$ cat src/skvt_pkg.sv
// Shared types and constants for the sorted key/value table.
// No dependencies; the table top level and skvt_cell use this package.
`default_nettype none
package skvt_pkg;
	localparam int unsigned TABLE_DEPTH_DEF = 64;
	localparam int unsigned KEY_W = 32;
	localparam int unsigned VAL_W = 32;
	localparam int unsigned OPC_W = 2;
	localparam int unsigned CNT_OUT_W = 7;

	typedef enum logic [OPC_W-1:0] {
		OP_PUT   = 2'd0,
		OP_SORT  = 2'd1,
		OP_GET   = 2'd2,
		OP_CLEAR = 2'd3
	} skvt_op_t;

	typedef enum logic [1:0] {
		ST_IDLE,
		ST_SORT,
		ST_SRCH,
		ST_DONE
	} skvt_state_t;

	// Per-cell control: load from the write port, or take a neighbor's entry.
	typedef struct packed {
		logic wr;
		logic take_right;
		logic take_left;
	} skvt_cell_ctrl_t;
endpackage
`default_nettype wire

$ cat src/skvt_cell.sv
// One storage cell of the sorted key/value table: a key, a value and compares.
// Depends on skvt_pkg.
`default_nettype none
module skvt_cell (
	input  wire logic                         clk,
	input  wire skvt_pkg::skvt_cell_ctrl_t    ctrl,
	input  wire logic [skvt_pkg::KEY_W-1:0]   wr_key,
	input  wire logic [skvt_pkg::VAL_W-1:0]   wr_value,
	input  wire logic [skvt_pkg::KEY_W-1:0]   left_key,
	input  wire logic [skvt_pkg::VAL_W-1:0]   left_value,
	input  wire logic [skvt_pkg::KEY_W-1:0]   right_key,
	input  wire logic [skvt_pkg::VAL_W-1:0]   right_value,
	input  wire logic [skvt_pkg::KEY_W-1:0]   srch_key,
	output logic      [skvt_pkg::KEY_W-1:0]   cell_key,
	output logic      [skvt_pkg::VAL_W-1:0]   cell_value,
	output logic                              srch_lt,
	output logic                              srch_eq
);
	logic [skvt_pkg::KEY_W-1:0] key_q;
	logic [skvt_pkg::VAL_W-1:0] value_q;

	always_ff @(posedge clk) begin
		if (ctrl.wr) begin
			key_q   <= wr_key;
			value_q <= wr_value;
		end else if (ctrl.take_right) begin
			key_q   <= right_key;
			value_q <= right_value;
		end else if (ctrl.take_left) begin
			key_q   <= left_key;
			value_q <= left_value;
		end
	end

	assign cell_key   = key_q;
	assign cell_value = value_q;
	assign srch_lt    = srch_key < key_q;
	assign srch_eq    = srch_key == key_q;
endmodule
`default_nettype wire

$ cat config.mk
export PLATFORM = sky130hd
export DESIGN_NAME = skvt_cell
export DESIGN_NICKNAME = d
export VERILOG_FILES = /design/src/skvt_pkg.sv /design/src/skvt_cell.sv
export SDC_FILE = /design/constraint.sdc
export NUM_CORES = 1
export LEC_CHECK = 0
export ABC_AREA = 1
export ABC_CLOCK_PERIOD_IN_PS = 4000
export BUFFER_PORTS_ARGS = -buffer_cell sky130_fd_sc_hd__buf_2
export CAP_MARGIN = 10
export CORE_AREA = 5 5 111 113
export CTS_CLUSTER_SIZE = 24
export DETAILED_ROUTE_END_ITERATION = 8
export DIE_AREA = 0 0 116 118
export PLACE_DENSITY = 0.73
export SLEW_MARGIN = 10
export SYNTH_ARGS = -nofsm -noshare
export SYNTH_HDL_FRONTEND = slang
export SYNTH_SLANG_ARGS = --single-unit
$ cat constraint.sdc
create_clock -name clk -period 4 [get_ports clk]
set_input_delay 0.8 -clock clk [delete_from_list [all_inputs] [get_ports clk]]
set_output_delay 0.8 -clock clk [all_outputs]
set_load 0.05 [all_outputs]
======== Yosys cells after proc, flatten, opt, wreduce, memory -nomap -nowiden ========
Cells that the tools add are included.
storage, ports and cells
  bits in registers ....................... 64
  bits in read-only memories .............. 0
  latch bits .............................. 0
  input port bits ......................... 228
  logic and storage cells ................. 11
  memories ................................ 0
  bits in writable memories ............... 0
operators by class
  bitwise gates (word level) .............. 0
  div/mod/pow operators ................... 0
  multipliers ............................. 0
  equal/unequal tests ..................... 1
  shift-type cells ........................ 0
  add/subtract/negate cells ............... 0
  reduce and logical (&&, ||, !) cells .... 1
  order comparisons ....................... 1
  muxes and demuxes ....................... 6
operators by type and width
  kind                number
  $mux W32            6
  $eq A32 B32 Y1      1
  $lt A32 B32 Y1      1
  $reduce_bool A3 Y1  1

======== Depth between registers and ports, before layout ========
Gate-level depths: netlist of the first run.
  depth in word-level cells ............... 3
  depth in mapped cells ................... 12
  mapped depth without buffers ............ 12

======== Worst setup path after synthesis of the first run ========
No wires, ideal clock.
  path kind ............................... input port to output port
  start point ............................. in srch_key[7] in the netlist's numbering
  end point ............................... out srch_lt
  setup slack ............................. 955 ps
  required time ........................... 3,200 ps
  cell stages on the path ................. 7
  arrival time ............................ 2,245 ps
  path buffers ............................ 0
  cell sequence ........................... ha_1 a21o_1 nor2_1 nand2_1 nand2_1 nand2_1 a21oi_1
on the way
  cells in the longest elaborated chain, start to end .. 1
ends and longest elaborated chain
  item                RTL line         RTL
  start: declaration  skvt_cell.sv:13  input wire logic [skvt_pkg::KEY_W-1:0] srch_key,
  $lt A32 B32 Y1      skvt_cell.sv:37  assign srch_lt = srch_key < key_q;
  end: declaration    skvt_cell.sv:16  output logic srch_lt,
Every way passes these cells.

======== Worst setup path in the final report of the first run ========
  start point ............................. in srch_key[31] in the netlist's numbering
  end point ............................... out srch_eq
on the way
  cells in the longest elaborated chain, start to end .. 1
ends and longest elaborated chain
  item              RTL line         RTL
  $eq A32 B32 Y1    skvt_cell.sv:38  assign srch_eq = srch_key == key_q;
  end: declaration  skvt_cell.sv:17  output logic srch_eq
Every way passes these cells.

==> reports/qor.yml, run 1 <==
global_route:
  grt-ovfl-total: 0
  grt_pass1_vias: 4287
  grt_antenna_before_repair: 0
  grt_pass1_wl_um: 21000
  track_usage_pct: 19.8
  grt_max_degree: 65
routing:
  num_vias: 4413
  drt.antenna.violating_nets: 0
  routedWlPerCell_um: 15.5
  drcViolationCount: 0
  viasPerCell: 4.81
  firstDrtPassIters: 4
  wirelength_um: 14200
  drt-initial-drc-count: 233
sta:
  slew_violations: 0
  worstMarginPinSlew_ns: 1.17
  fin_tns_setup_ns: 0
  slew_headroom_pct: 21.6
  post-route-min-period_ns: 2.88
  clock.fmax_mhz: 347
  rsz0062_at_grt: "no"
  fin_ws_ns: 1.12
  post-route-period-util_pct: 72.0
  setup_viol: 0
  hold_violations: 0
yosys:
  yosysMostFrequentCell: "a21oi_1"
  yosys_register_bits: 64
  syn-cell-area_mm2: 0.00409
  ys_seq_area_share_pct: 47.0
  synth_common_cells: "a21oi_1, nand2_1, nor2_1"
  async_flop_share_pct: 0
  synth_nets: 751
  synth_cell_types: 20
  syn_avg_cell_area_um2: 8.34
  ys_top_cells_by_area: "edfxtp_1, a21oi_1, ha_1"
  synth_area_leader_cell: "edfxtp_1"
  synth_top_flop_cell: "edfxtp_1"
  ys.warnings.count: 0
  syn_inst: 491
  synth_edf_count: 64
  yosysTopAreaCellShare_pct: 47.0
power:
  fin_total_pwr_mw: 2.28
  power_density_mw_per_mm2: 390
  irDropWorstVdd_uv: 177
  leakagePower_nw: 3.03
finish:
  syn2layout_area_growth_pct: 43.0
  insertedDiodeCount: 0
  drive_gt1_share_pct: 40.5
  fin_area_mm2: 0.00585
  nets: 1031
worst_hold_path:
  holdPathStages: 3
  worst_hold_path.endpoint: "cell_value[7]"
  hp-start: "wr_value[7]"
  hp-class: "in -> reg"
status:
  status: "completed"
floorplan:
  rows: 39
  start_util_pct: 36.5
  fp.dieArea_mm2: 0.0137
  core_mm2: 0.0112
  io_pins: 294
  die_y_um: 118
  fp.dieW_um: 116
worst_setup_path:
  end_kind: "output port"
  required_ns: 3.20
  crit_type: "in -> out"
  path_delay_family: "buffers and inverters"
  cpMaxStageDelayCell: "ha_1"
  path_buf_inv: 4
  worst-path-max-fanout: 2
  critPathLaunchType: "primary input"
  worstPathArrival_ns: 2.08
  crit_path_max_incr_delay_ns: 0.28
  crit_path_cell_trace: "buf_2 > ha_1 > nand2_1 > inv_1 > nand3_2 > nor3_2 > inv_1 > nor3_2 > buf_2"
cts:
  cts_buffers: 9
  cts.path.max_buffers: 2
  clk_pin_slew_worst_paths_ns: 0.05
  ctsResizeCount: 0
  cts_root_buf: "clkbuf_16"
  postCtsHoldBufs: 0
  cts-htree-levels: 3
  cts_setup_buffers: 0
  cts_tree: "yes"
  cts_sinks: 64
placed_design:
  routabilityCongestion: 0.892
  place_ws_ns: 1.11
  dp_hpwl_um: 10900
  placed_cell_area_mm2: 0.00560
  io_buffers: 293
run:
  cap_viol_max_count: 0
==> power breakdown <==
group	leakage [nW]	switching [mW]	internal, mW
logic	2.25	0.517	0.226
clock network	0.123	0.265	0.409
registers	0.657	0.0315	0.831
==> sequential cells by signal (all words and copies together), names as in the netlist <==
register / count
cell_key: 32
cell_value: 32
==> cells in the final DEF (no fill, tap or decap), drive strengths merged <==
cell,instances
nor2,73
o21a,1
o21ai,2
a21oi,142
clkinvlp,1
clkinv,4
ha,32
buf,296
edfxtp,64
a21o,1
nand3,3
clkbuf,10
o21bai,1
nor3,3
nand4,2
inv,43
nand2,97
==> how the worst max path moves through the flow <==
stage / startpoint / endpoint / slack (ns) / cells past startpoint
global route: srch_key[3] / srch_lt / 0.95 / 12
global placement: srch_key[31] / srch_eq / 1.13 / 9
detailed placement: srch_key[31] / srch_eq / 1.11 / 9
finish: srch_key[31] / srch_eq / 1.12 / 9
floorplan: srch_key[7] / srch_lt / 0.96 / 7
CTS: srch_key[31] / srch_eq / 1.11 / 9
==> stage by stage <==
stage | util [%] | instances | hold slack (ns)
floorplan | - | 491 | 1.03
global placement | 49.9 | 903 | 1.12
detailed placement | 49.9 | 903 | 1.13
CTS | 52.1 | 918 | 0.786
global route | 52.1 | 918 | 0.797
finish | 52.1 | 918 | 0.799
==> logic make-up after synthesis <==
family / after synthesis / share of synthesized area, %
fa+ha+maj: 32 / 9.78
buf+inv: 70 / 8.10
simple gates: 178 / 17.0
compound gates: 147 / 18.2
flops: 64 / 47.0
==> metal layers <==
| metal | share of wire [%] | GRT usage (%) | routed length [µm] | vias to the layer above |
|---|---|---|---|---|
| met5 | 0 | 0 | 0 | - |
| met4 | 2.7 | 8.77 | 390 | 0 |
| met3 | 11 | 6.48 | 1530 | 33 |
| met2 | 49 | 33.7 | 6920 | 227 |
| met1 | 38 | 22.0 | 5350 | 1928 |
| li1 | - | - | - | 2225 |
==> area by class of cell <==
type / count / area [µm²]
Clock inverter: 5 / 25.0
Timing Repair Buffer: 296 / 1490
Tap cell: 143 / 179
Inverter: 43 / 161
Sequential cell: 64 / 1920
Multi-Input combinational cell: 357 / 1850
Clock buffer: 10 / 229
Fill cell: 1097 / 5370
(Power assumes the default switching activity.)
==> run 2: changes to the inputs <==
ABC_CLOCK_PERIOD_IN_PS = 2600   (was 4000)
CORE_AREA = not set   (was 5 5 111 113)
CORE_MARGIN = 5   (was not set)
CORE_UTILIZATION = 38   (was not set)
DIE_AREA = not set   (was 0 0 116 118)
PLACE_DENSITY = 0.79   (was 0.73)
clock period = 2.6 ns   (was 4 ns; I/O delays follow)
==> run 2 against run 1 <==
  * Cell count shrank 0.33%
  * Non-clock buffer count rose by 5
  * Critical path depth did not move
  * Clock power is 3% higher
  * Clock-buffer cell count decreased by 1
  * Sequential power is 53% higher
  * Setup slack worse by 0.97 ns
  * Critical path type is now reg -> out
  * Highest routed layer unchanged
==> reports/qor.yml, run 2 (synthesis results as in run 1) <==
global_route:
  track_usage_pct: 20.7
  grt_pass1_vias: 4400
  grt_antenna_before_repair: 0
  grt-ovfl-total: 0
  grt_pass1_wl_um: 21200
  grt_max_degree: 65
placed_design:
  placed_cell_area_mm2: 0.00564
  dp_hpwl_um: 11100
  routabilityCongestion: 0.923
  io_buffers: 293
routing:
  drt-initial-drc-count: 284
  wirelength_um: 13900
  num_vias: 4483
  firstDrtPassIters: 5
  drcViolationCount: 0
  viasPerCell: 4.90
  routedWlPerCell_um: 15.2
  drt.antenna.violating_nets: 0
sta:
  post-route-period-util_pct: 94.2
  slew_headroom_pct: 52.7
  setup_viol: 0
  worstMarginPinSlew_ns: 0.710
  hold_violations: 0
  clock.fmax_mhz: 408
  slew_violations: 0
  post-route-min-period_ns: 2.45
floorplan:
  core_mm2: 0.0104
  die_y_um: 114
  fp.dieArea_mm2: 0.0129
  io_pins: 294
  fp.dieW_um: 114
  start_util_pct: 39.3
  rows: 37
finish:
  nets: 1036
  drive_gt1_share_pct: 41.2
  insertedDiodeCount: 0
  fin_area_mm2: 0.00580
  syn2layout_area_growth_pct: 41.8
  mostFrequentLayoutCell: "buf_2"
  final_cell_mix: "buf_2, a21oi_1, nand2_1, nor2_1, edfxtp_1"
cts:
  cts_sinks: 64
  cts_setup_buffers: 0
  postCtsHoldBufs: 0
  cts_tree: "yes"
  cts_buffers: 9
  cts-htree-levels: 3
  ctsResizeCount: 0
  cts.path.max_buffers: 2
  cts_root_buf: "clkbuf_8"
  clk_pin_slew_worst_paths_ns: 0.08
power:
  fin_total_pwr_mw: 3.18
  leakagePower_nw: 3.02
  power_density_mw_per_mm2: 547
  irDropWorstVdd_uv: 257
worst_hold_path:
  hp-class: "in -> reg"
status:
  status: "completed"
worst_setup_path:
  crit_type: "reg -> out"
  worstPathArrival_ns: 1.93
  critPathLaunchType: "flop"
  worst-path-max-fanout: 2
  required_ns: 2.08
  end_kind: "output port"
run:
  cap_viol_max_count: 0
run 2: stage by stage:
| stage | hold WS, ns | cells | utilization [%] | setup TNS [ns] | setup slack (ns) |
|---|---|---|---|---|---|
| 2_1_floorplan | 0.750 | 491 | - | 0 | 0.0318 |
| 3_3_place_gp | 0.840 | 901 | 54.1 | 0 | 0.309 |
| 3_5_place_dp | 0.842 | 901 | 54.1 | 0 | 0.256 |
| 4_1_cts | 0.476 | 915 | 55.6 | 0 | 0.0832 |
| 5_1_grt | 0.482 | 915 | 55.7 | -0.00739 | -0.00739 |
| 6_report | 0.502 | 915 | 55.7 | 0 | 0.151 |
run 2: critical path: stages, from the launching register on:
cell and delay (ns):
edfxtp_1 0.39, inv_1 0.06, ha_1 0.29, nand2_1 0.08
inv_1 0.07, nand3_2 0.09, nor3_4 0.14, inv_1 0.09
nor3_2 0.21, buf_6 0.19
run 2: final cells by class:
class / instances / area (µm²)
inverter: 43 / 161
clock buffer: 9 / 124
fill: 1006 / 4610
timing repair buffer: 301 / 1550
multi-input combinational: 357 / 1850
tap: 136 / 170
sequential: 64 / 1920
clock inverter: 5 / 26.3
run 2: final timing paths:
check | start | slack, ns | endpoint | cells past startpoint
setup / recovery | cell_key[31] | 0.15 | srch_eq | 9
hold / removal | wr_value[4] | 0.50 | cell_value[4] | 3
run 2: routing by layer:
| metal | up-vias | GRT usage, % | share of wire, % |
|---|---|---|---|
| met5 | - | 0 | 0 |
| met4 | 0 | 6.57 | 2.2 |
| met3 | 30 | 7.00 | 11 |
| met2 | 242 | 36.7 | 50 |
| met1 | 1980 | 23.5 | 37 |
| li1 | 2231 | - | - |
run 2: report_power, final:
group,internal [mW],switching (mW),total (mW)
Combinational,0.355,0.802,1.16
Sequential,1.28,0.0491,1.32
Clock,0.327,0.368,0.694
==> run 3: changes to the inputs <==
CORE_MARGIN = 10   (was 5)
==> run 3 against run 2 <==
  * Routed wire length grew 11%
  * Clock power up 64%
  * Combinational power about the same
  * Critical path depth unchanged
  * Global-route usage decreased by 1.7 points
  * Cell count increased by 0.22%
  * Highest routed layer unchanged
==> reports/qor.yml, run 3 (synthesis results as in run 1) <==
sta:
  slew_violations: 0
  post-route-period-util_pct: 93.5
  setup_viol: 0
  fin_tns_setup_ns: 0
  holdWs_ns: 0.503
  rsz0062_at_grt: "no"
  worstMarginPinSlew_ns: 0.708
  slew_headroom_pct: 52.8
  post-route-min-period_ns: 2.43
  hold_violations: 0
  fin_ws_ns: 0.168
  clock.fmax_mhz: 411
worst_setup_path:
  required_ns: 2.08
  cp-startpoint: "cell_key[31]"
  worst-path-max-fanout: 2
  crit_path_max_incr_delay_ns: 0.39
  critPathLaunchType: "flop"
  crit_path_cell_trace: "inv_1 > ha_1 > nand2_1 > inv_1 > nand3_2 > nor3_2 > inv_1 > nor3_2 > buf_4"
  worstPathArrival_ns: 1.91
  crit_type: "reg -> out"
  worst_path_most_repeated_cell: "inv_1"
  cpMaxStageDelayCell: "edfxtp_1"
  end_kind: "output port"
power:
  power_density_mw_per_mm2: 614
  fin_total_pwr_mw: 3.62
  leakagePower_nw: 3.05
  p_int_mw: 2.36
  power.switching_mw: 1.25
  irDropWorstVdd_uv: 352
  p_comb_share_pct: 32.0
  clockPowerShare_pct: 31.4
  netSwitchingFraction_pct: 34.7
  p_seq_share_pct: 36.6
floorplan:
  io_pins: 294
  start_util_pct: 39.3
  core_mm2: 0.0104
  die_y_um: 124
  fp.dieW_um: 124
  fp.dieArea_mm2: 0.0153
  rows: 37
cts:
  cts.path.max_buffers: 2
  cts_buffers: 9
  clk_pin_slew_worst_paths_ns: 0.08
  cts_setup_buffers: 0
  cts_sinks: 64
  cts-htree-levels: 3
  cts_root_buf: "clkbuf_8"
  cts_tree: "yes"
global_route:
  grt-ovfl-total: 0
  track_usage_pct: 19.1
  grt_pass1_wl_um: 23000
  grt_antenna_before_repair: 0
  grt_pass1_vias: 4468
  grt_max_degree: 65
placed_design:
  dp_hpwl_um: 12700
  placed_cell_area_mm2: 0.00563
  place_inst: 901
  routabilityCongestion: 0.866
  io_buffers: 293
  place_ws_ns: 0.260
finish:
  final_cells: 917
  insertedDiodeCount: 0
  syn2layout_area_growth_pct: 44.1
  drive_gt1_share_pct: 41.5
  fin_area_mm2: 0.00590
  mostFrequentLayoutCell: "buf_2"
  fin_util_pct: 56.6
  nets: 1036
  final_cell_mix: "buf_2, a21oi_1, nand2_1, nor2_1, edfxtp_1"
routing:
  viasPerCell: 4.90
  firstDrtPassIters: 5
  drt.antenna.violating_nets: 0
  drt-initial-drc-count: 292
  num_vias: 4493
  drcViolationCount: 0
  routedWlPerCell_um: 16.9
  wirelength_um: 15500
worst_hold_path:
  hp-class: "in -> reg"
  hp-start: "wr_value[9]"
  holdPathStages: 3
status:
  status: "completed"
run:
  cap_viol_max_count: 0
==> run 3: final timing paths <==
kind                             to  slack, ns
worst max-delay path        srch_eq       0.17
worst min-delay path  cell_value[9]       0.50
==> run 3: layer usage <==
metal | vias up | share of wire [%] | GRT usage [%]
met3 | 13 | 13 | 8.14
li1 | 2232 | - | -
met4 | 0 | 1.2 | 5.17
met5 | - | 0 | 0
met2 | 220 | 51 | 34.1
met1 | 2028 | 35 | 20.1
==> run 3: critical path, delay by kind of cell, from the launching register on <==
family,cells,cell delay [ns]
flops,1,0.39
simple gates,4,0.46
buf+inv,4,0.43
fa+ha+maj,1,0.29
==> run 3: area by class of cell <==
| cell class | count | area [µm²] |
|---|---|---|
| fillers | 1016 | 4520 |
| well taps | 136 | 170 |
| clock inverters | 7 | 144 |
| flip-flops and latches | 64 | 1920 |
| repair buffers | 301 | 1530 |
| multi-input cells | 357 | 1850 |
| inverters | 43 | 161 |
| clock buffers | 9 | 124 |
==> run 3: what timing repair did <==
action,4_1_cts,5_1_grt
endpoints found under the setup margin,0,2
hold buffers,0,0
hold endpoints to repair,0,0
gates resized for setup,0,3
==> run 3: power by group through the flow <==
stage / Sequential [mW] / Combinational [mW] / Clock (mW)
after floorplan: 1.77 / 0.351 / 0
after global placement: 1.34 / 1.15 / 0
after detailed placement: 1.35 / 1.17 / 0
after CTS: 1.32 / 1.17 / 1.16
after global routing: 1.34 / 1.26 / 1.22
final: 1.32 / 1.16 / 1.14
